**config.mk**
```make
export PLATFORM = sky130hd
export DESIGN_NAME = float32_adder_top
export DESIGN_NICKNAME = d
export VERILOG_FILES = /design/src/hw/rtl/fadd_pkg.sv /design/src/hw/rtl/fadd_align.sv /design/src/hw/rtl/fadd_norm.sv /design/src/hw/rtl/float32_adder_top.sv
export VERILOG_INCLUDE_DIRS = /design/src /design/src/hw/rtl
export SDC_FILE = /design/constraint.sdc
export NUM_CORES = 1
export LEC_CHECK = 0
export BUFFER_PORTS_ARGS = -buffer_cell sky130_fd_sc_hd__buf_2
export CORE_MARGIN = 4
export CORE_UTILIZATION = 53
export DETAILED_ROUTE_END_ITERATION = 8
export GPL_TIMING_DRIVEN = 0
export PLACE_DENSITY = 0.72
export SLEW_MARGIN = 20
export SYNTH_ARGS = -nofsm -noshare
export SYNTH_HDL_FRONTEND = slang
export SYNTH_SLANG_ARGS = --single-unit
```
**constraint.sdc**
```tcl
create_clock -name clk -period 12.7 [get_ports clk]
set_input_delay 0.635 -clock clk [delete_from_list [all_inputs] [get_ports clk]]
set_output_delay 0.635 -clock clk [all_outputs]
set_load 0.1 [all_outputs]
```
**src/hw/rtl/float32_adder_top_assert.svh**
```systemverilog
// Assertion macros shared by the float32 adder RTL.
// Depends on nothing; included inside module bodies.
`ifndef FLOAT32_ADDER_TOP_ASSERT_SVH
`define FLOAT32_ADDER_TOP_ASSERT_SVH

// Checks that a consequent holds in the same cycle as its trigger.
`define FA_ASSERT_SAME(label, clk, rst_n, trig, prop) \
	label: assert property (@(posedge clk) disable iff (!rst_n) (trig) |-> (prop)) \
		else $error("assertion failed");

// Checks that a consequent holds in the cycle after its trigger.
`define FA_ASSERT_NEXT(label, clk, rst_n, trig, prop) \
	label: assert property (@(posedge clk) disable iff (!rst_n) (trig) |=> (prop)) \
		else $error("assertion failed");

`endif

```
**src/hw/rtl/fadd_pkg.sv**
```systemverilog
// Package for the float32 adder: payload word types and field constants.
// Used by every module of the block.
`timescale 1ns / 1ps
`default_nettype none
package fadd_pkg;
	localparam int ExpW  = 8;
	localparam int FracW = 23;
	localparam int MantW = FracW + 1;
	localparam logic [ExpW-1:0] ExpMax = 8'hFF;

	typedef struct packed {
		logic [31:0] operand_a;
		logic [31:0] operand_b;
	} fadd_in_t;

	typedef struct packed {
		logic [31:0] sum_bits;
		logic        overflowed;
	} fadd_out_t;
endpackage
`default_nettype wire

```
**src/hw/rtl/fadd_align.sv**
```systemverilog
// Alignment and magnitude add/subtract stage of the float32 adder.
// Depends on fadd_pkg.
`timescale 1ns / 1ps
`default_nettype none
module fadd_align (
	input  wire fadd_pkg::fadd_in_t din,
	output logic [24:0] mant,
	output logic [8:0]  expo,
	output logic        sign,
	output logic        pass,
	output logic [31:0] pass_bits
);
	import fadd_pkg::*;

	logic sa, sb;
	logic [7:0] ea, eb, gap;
	logic [23:0] ma, mb, sh;
	logic a_big;

	always_comb begin
		sa = din.operand_a[31];
		sb = din.operand_b[31];
		ea = din.operand_a[30:23];
		eb = din.operand_b[30:23];
		ma = {1'b1, din.operand_a[22:0]};
		mb = {1'b1, din.operand_b[22:0]};
		a_big = (ea >= eb);
		gap = a_big ? (ea - eb) : (eb - ea);
		sh = a_big ? mb : ma;
		sh = (gap >= 8'd24) ? 24'd0 : (sh >> gap[4:0]);
		if (a_big) mb = sh; else ma = sh;
		expo = {1'b0, a_big ? ea : eb};
		pass = 1'b1;
		pass_bits = 32'd0;
		if (ea == 8'd0 && eb != 8'd0) pass_bits = din.operand_b;
		else if (eb == 8'd0 && ea != 8'd0) pass_bits = din.operand_a;
		else if (ea != 8'd0) pass = 1'b0;
		if (sa == sb) begin
			sign = sa;
			mant = {1'b0, ma} + {1'b0, mb};
		end else if (ma > mb) begin
			sign = sa;
			mant = {1'b0, ma - mb};
		end else if (mb > ma) begin
			sign = sb;
			mant = {1'b0, mb - ma};
		end else begin
			sign = 1'b0;
			mant = 25'd0;
		end
	end
endmodule
`default_nettype wire

```
**src/hw/rtl/fadd_norm.sv**
```systemverilog
// Normalization and packing stage of the float32 adder.
// Depends on fadd_pkg.
`timescale 1ns / 1ps
`default_nettype none
module fadd_norm (
	input  wire [24:0] mant,
	input  wire [8:0]  expo,
	input  wire        sign,
	input  wire        pass,
	input  wire [31:0] pass_bits,
	output fadd_pkg::fadd_out_t dout
);
	import fadd_pkg::*;

	logic [23:0] m;
	logic [9:0]  e;
	logic [4:0]  lz;
	logic        found;

	always_comb begin
		m = mant[24] ? mant[24:1] : mant[23:0];
		e = {1'b0, expo} + (mant[24] ? 10'd1 : 10'd0);
		// Leading-zero count over the 24-bit magnitude (priority search).
		lz = 5'd0;
		found = 1'b0;
		for (int i = 23; i >= 0; i--) begin
			if (!found && m[i]) begin
				lz = 5'(23 - i);
				found = 1'b1;
			end
		end
		m = m << lz;
		e = e - {5'd0, lz};
		dout = '0;
		if (pass) begin
			dout.sum_bits = pass_bits;
		end else if (mant == 25'd0) begin
			dout.sum_bits = 32'd0;
		end else if (!e[9] && e >= 10'd255) begin
			dout.sum_bits = {sign, ExpMax, 23'd0};
			dout.overflowed = 1'b1;
		end else if (e[9] || e == 10'd0) begin
			dout.sum_bits = 32'd0;
		end else begin
			dout.sum_bits = {sign, e[7:0], m[22:0]};
		end
	end
endmodule
`default_nettype wire

```
**src/hw/rtl/float32_adder_top.sv**
```systemverilog
// Top level of the float32 adder: input register, datapath, result register.
// Depends on fadd_pkg, fadd_align, fadd_norm and the assertion header.
`timescale 1ns / 1ps
`default_nettype none
// Truncating single-precision adder. One operand word is taken in every
// cycle (busy stays low); its result word passes the input register and the
// result register and appears on result with strobe high for one cycle only,
// since the receiver cannot stall. These registers sit around one
// combinational align/add/normalize pass.
module float32_adder_top (
	input  wire clk,
	input  wire arst_n,
	input  wire start,
	output logic busy,
	input  wire fadd_pkg::fadd_in_t operands,
	output logic strobe,
	output fadd_pkg::fadd_out_t result
);
	import fadd_pkg::*;
	`include "float32_adder_top_assert.svh"

	fadd_in_t  din_s1;
	logic      vld_s1, vld_s2;
	fadd_out_t res_s2, nxt;
	logic [24:0] mant;
	logic [8:0]  expo;
	logic sign, pass;
	logic [31:0] pass_bits;

	assign busy = 1'b0;

	always_ff @(posedge clk or negedge arst_n) begin
		if (!arst_n) begin
			vld_s1 <= 1'b0;
			vld_s2 <= 1'b0;
		end else begin
			vld_s1 <= start;
			vld_s2 <= vld_s1;
		end
	end

	always_ff @(posedge clk) begin
		if (start) din_s1 <= operands;
		if (vld_s1) res_s2 <= nxt;
	end

	fadd_align u_align (.din(din_s1), .mant(mant), .expo(expo), .sign(sign),
		.pass(pass), .pass_bits(pass_bits));
	fadd_norm u_norm (.mant(mant), .expo(expo), .sign(sign), .pass(pass),
		.pass_bits(pass_bits), .dout(nxt));

	assign strobe = vld_s2;
	assign result = res_s2;

	`FA_ASSERT_NEXT(a_start_flows, clk, arst_n, start, vld_s1)
	`FA_ASSERT_NEXT(a_s1_flows, clk, arst_n, vld_s1, strobe)
	`FA_ASSERT_SAME(a_ovf_inf, clk, arst_n, strobe && result.overflowed,
		result.sum_bits[30:0] == {ExpMax, 23'd0})
endmodule
`default_nettype wire
```
; Word level (Yosys, flattened, before mapping)
; Index checks and enable logic that the tools add are counted.
[totals]
regBits = 99
input_bits = 67
word_cells = 149
[op_classes]
n_addsub = 7
n_lt_le_gt_ge = 5
eq_ne = 1
shifts = 2
mux = 70
n_reduce_logical = 58
[ops]
columns = cell, n
row1 = 32-bit two-way mux, 6
row2 = 24-bit two-way mux, 5
row3 = 25-bit two-way mux, 2
row4 = 24-bit greater-than comparator, 2
row5 = 24-bit subtractor, 2
row6 = 5-bit two-way mux, 8
row7 = 1-bit two-way mux, 32
row8 = 4-bit two-way mux, 8
row9 = 1-bit logical AND, 26
row10 = 24-bit by 24-bit adder with 25-bit output, 1
row11 = 25-bit zero test, 1
row12 = 1-bit zero test, 24
row13 = 24-bit by 5-bit left shift with 23-bit output, 1
row14 = 24-bit by 5-bit >> shifter with 24-bit output, 1
row15 = 23-bit two-way mux, 1
row16 = 8-bit zero test, 2
row17 = 8-bit two-way mux, 2
row18 = 8-bit nonzero test, 2
row19 = 8-bit subtractor, 2
row20 = 3-bit two-way mux, 4
row21 = 8-bit by 10-bit adder with 10-bit output, 1
row22 = 10-bit by 8-bit greater-or-equal comparator with 1-bit output (second input constant), 1
row23 = 10-bit zero test, 1
row24 = 10-bit by 5-bit subtractor with 10-bit output, 1
row25 = 6 further kinds, 7

; Depth between registers and ports, before layout
; Gate-level depths: netlist of run 1.
[depth]
depth_word = 87
depth_mapped = 58
depth_no_buf = 53

; Modules after synthesis
; Synthesis of run 1 repeated with hierarchy kept, for this count alone.
[unflattened]
cells_unflattened = 1621
area_unflattened_um2 = 12922.4
[by_module_without_submodules]
columns = mod, n_inst, cells_per_inst, area_per_inst_um2
row1 = fadd_align, 1, 1065, 6954.2
row2 = fadd_norm, 1, 455, 2994.1
row3 = float32_adder_top, 1, 101, 2974.1

; Least setup slack after synthesis of run 1
; OpenSTA, ideal clock, no wires.
[synth_timing]
kind = flip-flop to flip-flop
start = reg din_s1[23] (netlist bit)
end = reg res_s2 (netlist bit result[19]) (data pin)
setup_time_ns = 0.129
arrival_ns = 11.545
t_required_ns = 12.571
slack_ns = 1.026
path_stages_with_launch = 55
cell_sequence = edfxtp_1 > ha_1 > fa_1 > nand3b_1 > a31o_2 > nand2_1 > clkbuf_1 > nand2_1 > nand2_1 > clkbuf_1 > mux2i_1 > a21oi_1 > mux2i_1 > o21ai_0 > nand2_1 > o21ai_0 > inv_1 > fa_1 > [19 not listed] > ha_1 > inv_1 > ha_1 > fa_1 > a21oi_1 > nor2_1 > nor2_1 > o21bai_1 > a21o_1 > a21oi_1 > nor2_1 > nor2_1 > xnor2_1 > nor3_1 > or4b_4 > or4b_1 > a222oi_1 > a21o_1
[synth_lines]
columns = element, line
row1 = from (decl), float32_adder_top.sv:22  ; fadd_in_t din_s1;
row2 = from (signal assigned), float32_adder_top.sv:43  ; if (start) din_s1 <= operands;
row3 = to (signal assigned), float32_adder_top.sv:44  ; if (vld_s1) res_s2 <= nxt;
row4 = to (decl), float32_adder_top.sv:24  ; fadd_out_t res_s2, nxt;

==> out/qor.csv, run 1 <==
metric,value,unit
p_sw_frac,0.584,
routedWlPerCell,24.7,um
post-route-period-util,0.966,
critical_path_required,12.94,ns
clock_sinks,99,
ios,102,
yosysTopAreaCellShare,0.218,
grt_max_degree,66,
post-route-drc-count,0,
syn_area,13400,um2
rows,57,
grt_pass1_wl,78600,um
cp_slowest_stage_delay,0.63,ns
slew_headroom,0.190,
layout.nets,1974,
dr_total_vias,14300,
gp_congestion,1.04,
cts_buffers,9,
syn_to_final_growth,15.4,%
p_comb_frac,0.801,
ir_drop,0.000271,V
criticalPathCategory,reg -> reg,
p_per_area,260,nW/um2
yosys-top-cells-area,"edfxtp_1 (22%), ha_1 (9.3%), mux2i_1 (8.2%)",
grt_overflow,0,
period_needed,12.27,ns
slowest_stage,or4b_4,
ys_seq_area_frac,0.222,
layout-drive-gt1-share,0.188,
drv_cap,0,
p_sw,0.00234,W
cts_tree,built,
start_util,0.545,
synth_enable_flop_cells,97,
grt_use_total,0.358,
cts.clk_slew.worst_paths,0.07,ns
hold_violations,0,
hpwlAfterDp,41900,um
cts_root_buffer,clkbuf_16,
power.share.sequential,0.127,
post_synth_num_cell_types,106,
synth_top_area_cell,edfxtp_1,
tightest_slew,1.21,ns
r2r_setup_slack,0.43,ns
status,finished clean,
fin_ws,0.430,ns
die_height,167,um
leakage,6.35,nW
pre_cts_slack,-2.51,ns
nFillCells,2201,
core_area,24500,um2
drt-pass1-iter-count,6,
tns,0,ns
synthCells,1666,
yosys-top-cells-count,"nand2_1 (169), a21oi_1 (138), nor2_1 (117)",
drt_wl_total,52500,um
clk_latency,0.36,ns
antennaDiodeCount,0,
slew_viol_final,0,
cp.arrival,12.51,ns
ys_seq_elements,99,
cts_buffer_depth,2,
start_kind,flip-flop,
synth_most_common_cell,nand2_1,
routed_via_density,6.73,
end_kind,flip-flop,
antenna_found_initial,0,
internal_power,0.00167,W
die_area,27800,um2
yosysWarnings,0,
max_freq,0.0815,GHz
skew,0.0165,ns
grt_pass1_vias,13400,
synth_ff_type,edfxtp_1,
setup_violations,0,
drtIter0Drc,2046,
synth_fp_nets,1838,
port_buffers,100,
worst-path-max-fanout,10,
cp_common_cell,mux2i_1,
ys_async_sr_fraction,0.0202,
cts_max_level,3,
clockPowerShare,0.072,
hold_class,in -> async,
dieWidth,167,um
syn-mean-instance-area,8.03,um2
final_antenna_net_count,0,
cell families (layout without fill, tap and decap cells):
family	Yosys count	after routing	synth area share
AO/OA/AOI/OAI	581	581	0.303
XOR/XNOR	42	42	0.0275
adder cells (fa/ha/maj)	105	105	0.102
buffers and inverters	201	342	0.0620
flip-flops	99	99	0.222
multiplexers	120	120	0.0934
other	1	1	0.000280
AND/OR/NAND/NOR	517	517	0.190
power by group through the flow:
stage | logic (W) | registers, W | clock network, W
final | 0.00322 | 0.000510 | 0.000289
after global routing | 0.00340 | 0.000516 | 0.000311
after CTS | 0.00297 | 0.000508 | 0.000296
after detailed placement | 0.00290 | 0.000514 | 0
after global placement | 0.00289 | 0.000513 | 0
after floorplan | 0.00178 | 0.000893 | 0
critical path, delay by kind of cell, from the launching register on:
family	cells	cell delay (ns)
buf+inv	7	1.71
mux	5	0.99
simple gates	8	2.96
compound gates	20	4.37
flops	1	0.49
fa+ha+maj	5	1.56
flip-flops by register name, summed over array words and instances, names as in the netlist:
signal  cells
din_s1     64
result     33
strobe      1
vld_s1      1
layer usage:
metal / share of wire / vias up / global-route usage
met1: 0.41 / 6752 / 0.480
li1: - / 6527 / -
met4: 0.061 / 0 / 0.177
met3: 0.10 / 172 / 0.0756
met2: 0.43 / 880 / 0.550
met5: 0 / - / 0
metrics by stage:
step           std cells   util  area [um2]  hold WS [ns]  power, W
3_5_place_dp        2090  0.583       14300         0.425   0.00341
6_report            2131  0.629       15400        0.0478   0.00402
4_1_cts             2114  0.608       14900        0.0324   0.00378
2_1_floorplan       1666      -       13400         0.339   0.00268
5_1_grt             2131  0.629       15400        0.0386   0.00423
3_3_place_gp        2090  0.582       14300         0.419   0.00340
what timing repair did:
action	CTS	global route
setup endpoints to repair	33	29
hold buffers	0	0
resized for setup	67	116
pin swaps	5	18
setup buffers	8	17
final timing paths:
kind	from	endpoint	cells after the start
max	din_s1[23]	result[19]	45
min	arst_n	vld_s1	1
max reg2reg	din_s1[23]	result[19]	45
min reg2reg	din_s1[56]	result[25]	2
max in group asynchronous	arst_n	vld_s1	1
min in group clk	operands[7]	din_s1[7]	1
final cells by class:
type                    count  area, um2  share of cell area
plain buffers              85        450              0.0292
clock inverters             7       92.6             0.00600
well taps                 324        405              0.0263
multi-input cells        1366      10200               0.659
flip-flops and latches     99       2960               0.192
clock buffers               9        225              0.0146
inverters                 116        442              0.0286
repair buffers            125        691              0.0447
layout by cell type (no fill, tap or decap), types with 19 or more instances in the layout:
master    instances
ha_1             97
nor2_1          113
nand3_1          24
nor3_1           46
edfxtp_1         97
a21oi_1         128
nand2_1         165
mux2i_1         100
buf_4            35
xnor2_1          35
buf_2           115
o21ai_0          84
a211oi_1         19
a21o_1           39
inv_1           111
o21ai_1          28
clkbuf_1         36
and2_1           19
a22oi_1          21
Power figures use the tool's default switching activity.
==> run 2: changes to the inputs <==
Settings changed: CAP_MARGIN set to 5.
Clock period 12.7 ns to 11.8 ns, I/O delays scaled along.
==> out/qor.csv, run 2 (synthesized netlist as in run 1, its figures left out) <==
metric,value,unit
criticalPathCategory,reg -> reg,
drtIter0Drc,2115,
p_sw_frac,0.572,
drt-pass1-iter-count,7,
layout-drive-gt1-share,0.267,
hpwlAfterDp,41900,um
cts_buffers,9,
clk_latency,0.36,ns
p_comb_frac,0.816,
cp.arrival,11.71,ns
critical_path_required,12.03,ns
tightest_slew,1.19,ns
port_buffers,100,
syn_to_final_growth,24.7,%
placed_cell_area,14300,um2
holdPathEnd,din_s1[7],
grt_pass1_wl,80300,um
tns,0,ns
die_height,167,um
cp_slowest_stage_delay,0.54,ns
period_needed,11.48,ns
cts.clk_slew.worst_paths,0.08,ns
end_kind,flip-flop,
max_freq,0.0871,GHz
setup_violations,0,
nFillCells,2056,
grt_overflow,0,
grt_max_degree,66,
path_buf_inv,10,
ios,102,
largest_reg_flops,64,
dr_total_vias,14900,
r2r_cells,52,
layout_commonest_cell,nand2_1,
core_area,24500,um2
post-route-period-util,0.973,
p_sw,0.00268,W
grt_use_total,0.365,
clockPowerShare,0.067,
antenna_found_initial,0,
holdPathStages,1,
grt_pass1_vias,13700,
slew_viol_final,0,
fin_util,0.679,
die_area,27800,um2
p_per_area,281,nW/um2
internal_power,0.00200,W
routed_via_density,6.81,
cts_tree,built,
skew,0.0165,ns
cts_buffer_depth,2,
worst-path-max-fanout,10,
stdcell_count,2190,
cts_max_level,3,
start_kind,flip-flop,
final_antenna_net_count,0,
drv_cap,0,
reg2reg_to,result[19],
worstReg2RegStart,din_s1[23],
seqCellArea,2960,um2
fin_area,16700,um2
hp-start,operands[7],
power.share.sequential,0.117,
cts_root_buffer,clkbuf_16,
start_util,0.545,
cp_common_cell,buf_4,
antennaDiodeCount,0,
layout.nets,2033,
routedWlPerCell,24.8,um
ir_drop,0.000297,V
leakage,6.76,nW
gp_congestion,1.04,
multiInputGateArea,10900,um2
cp_top_family,compound AO/OA/AOI/OAI gates,
slew_headroom,0.202,
dp.cells,2090,
status,finished clean,
hold_violations,0,
r2r_setup_slack,0.32,ns
final_cell_mix,"nand2_1 (161), a21oi_1 (114), buf_2 (110), nor2_1 (110), inv_1 (107)",
top_register,din_s1,
hold_class,in -> reg,
post-route-drc-count,0,
clock_sinks,99,
slowest_stage,or4b_4,
rows,57,
hold_slack,0.400,ns
dieWidth,167,um
drt_wl_total,54300,um
[run 2: cell count changes in the layout (fill, tap and decap cells not counted), moves of 7 or more]
cell     before  now
a21oi_2       7   18
mux2i_1     100   87
o21ai_0      84   73
a21oi_1     128  114
buf_4        35   92
o21ai_2       7   17
mux2i_2       8   15
ha_1         97   87
[run 2: power by group through the flow]
stage / Clock, W / Sequential (W) / Combinational, W
final: 0.000312 / 0.000548 / 0.00382
after floorplan: 0 / 0.000961 / 0.00192
after global routing: 0.000334 / 0.000555 / 0.00402
after detailed placement: 0 / 0.000553 / 0.00312
after global placement: 0 / 0.000552 / 0.00311
after CTS: 0.000319 / 0.000546 / 0.00338
[run 2: repair_timing]
action	in CTS	in global routing
gates cloned	0	1
hold buffers	1	0
hold endpoints to repair	2	0
gates resized for setup	180	182
pin swaps	31	58
setup buffers	33	49
setup endpoints to repair	33	29
[run 2: area by class of cell]
cell class              instances  share of cell area
well taps                     324              0.0243
inverters                     116              0.0268
repair buffers                184              0.0682
clock inverters                 7             0.00555
multi-input cells            1366               0.652
flip-flops and latches         99               0.178
clock buffers                   9              0.0135
plain buffers                  85              0.0317
[run 2: per-layer routing]
metal	global-route usage	share of wire	vias up
met3	0.0777	0.11	201
met1	0.487	0.39	7032
met4	0.188	0.063	0
li1	-	-	6660
met2	0.560	0.43	1021
met5	0	0	-
[run 2: worst max-delay path by stage]
stage,startpoint,to,slack [ns],cells past startpoint
after floorplan,din_s1[23],result[19],0.13,54
final,din_s1[23],result[19],0.32,52
after CTS,din_s1[23],result[19],0.004,52
after global routing,din_s1[23],result[19],-0.16,50
after detailed placement,din_s1[23],result[7],-3.41,54
after global placement,din_s1[55],result[7],-3.39,55
[run 2: metrics by stage]
step                power (W)  worst slack (ns)
floorplan             0.00288             0.126
global placement      0.00366             -3.39
detailed placement    0.00367             -3.41
CTS                   0.00425           0.00419
global route          0.00491            -0.159
finish                0.00468             0.321
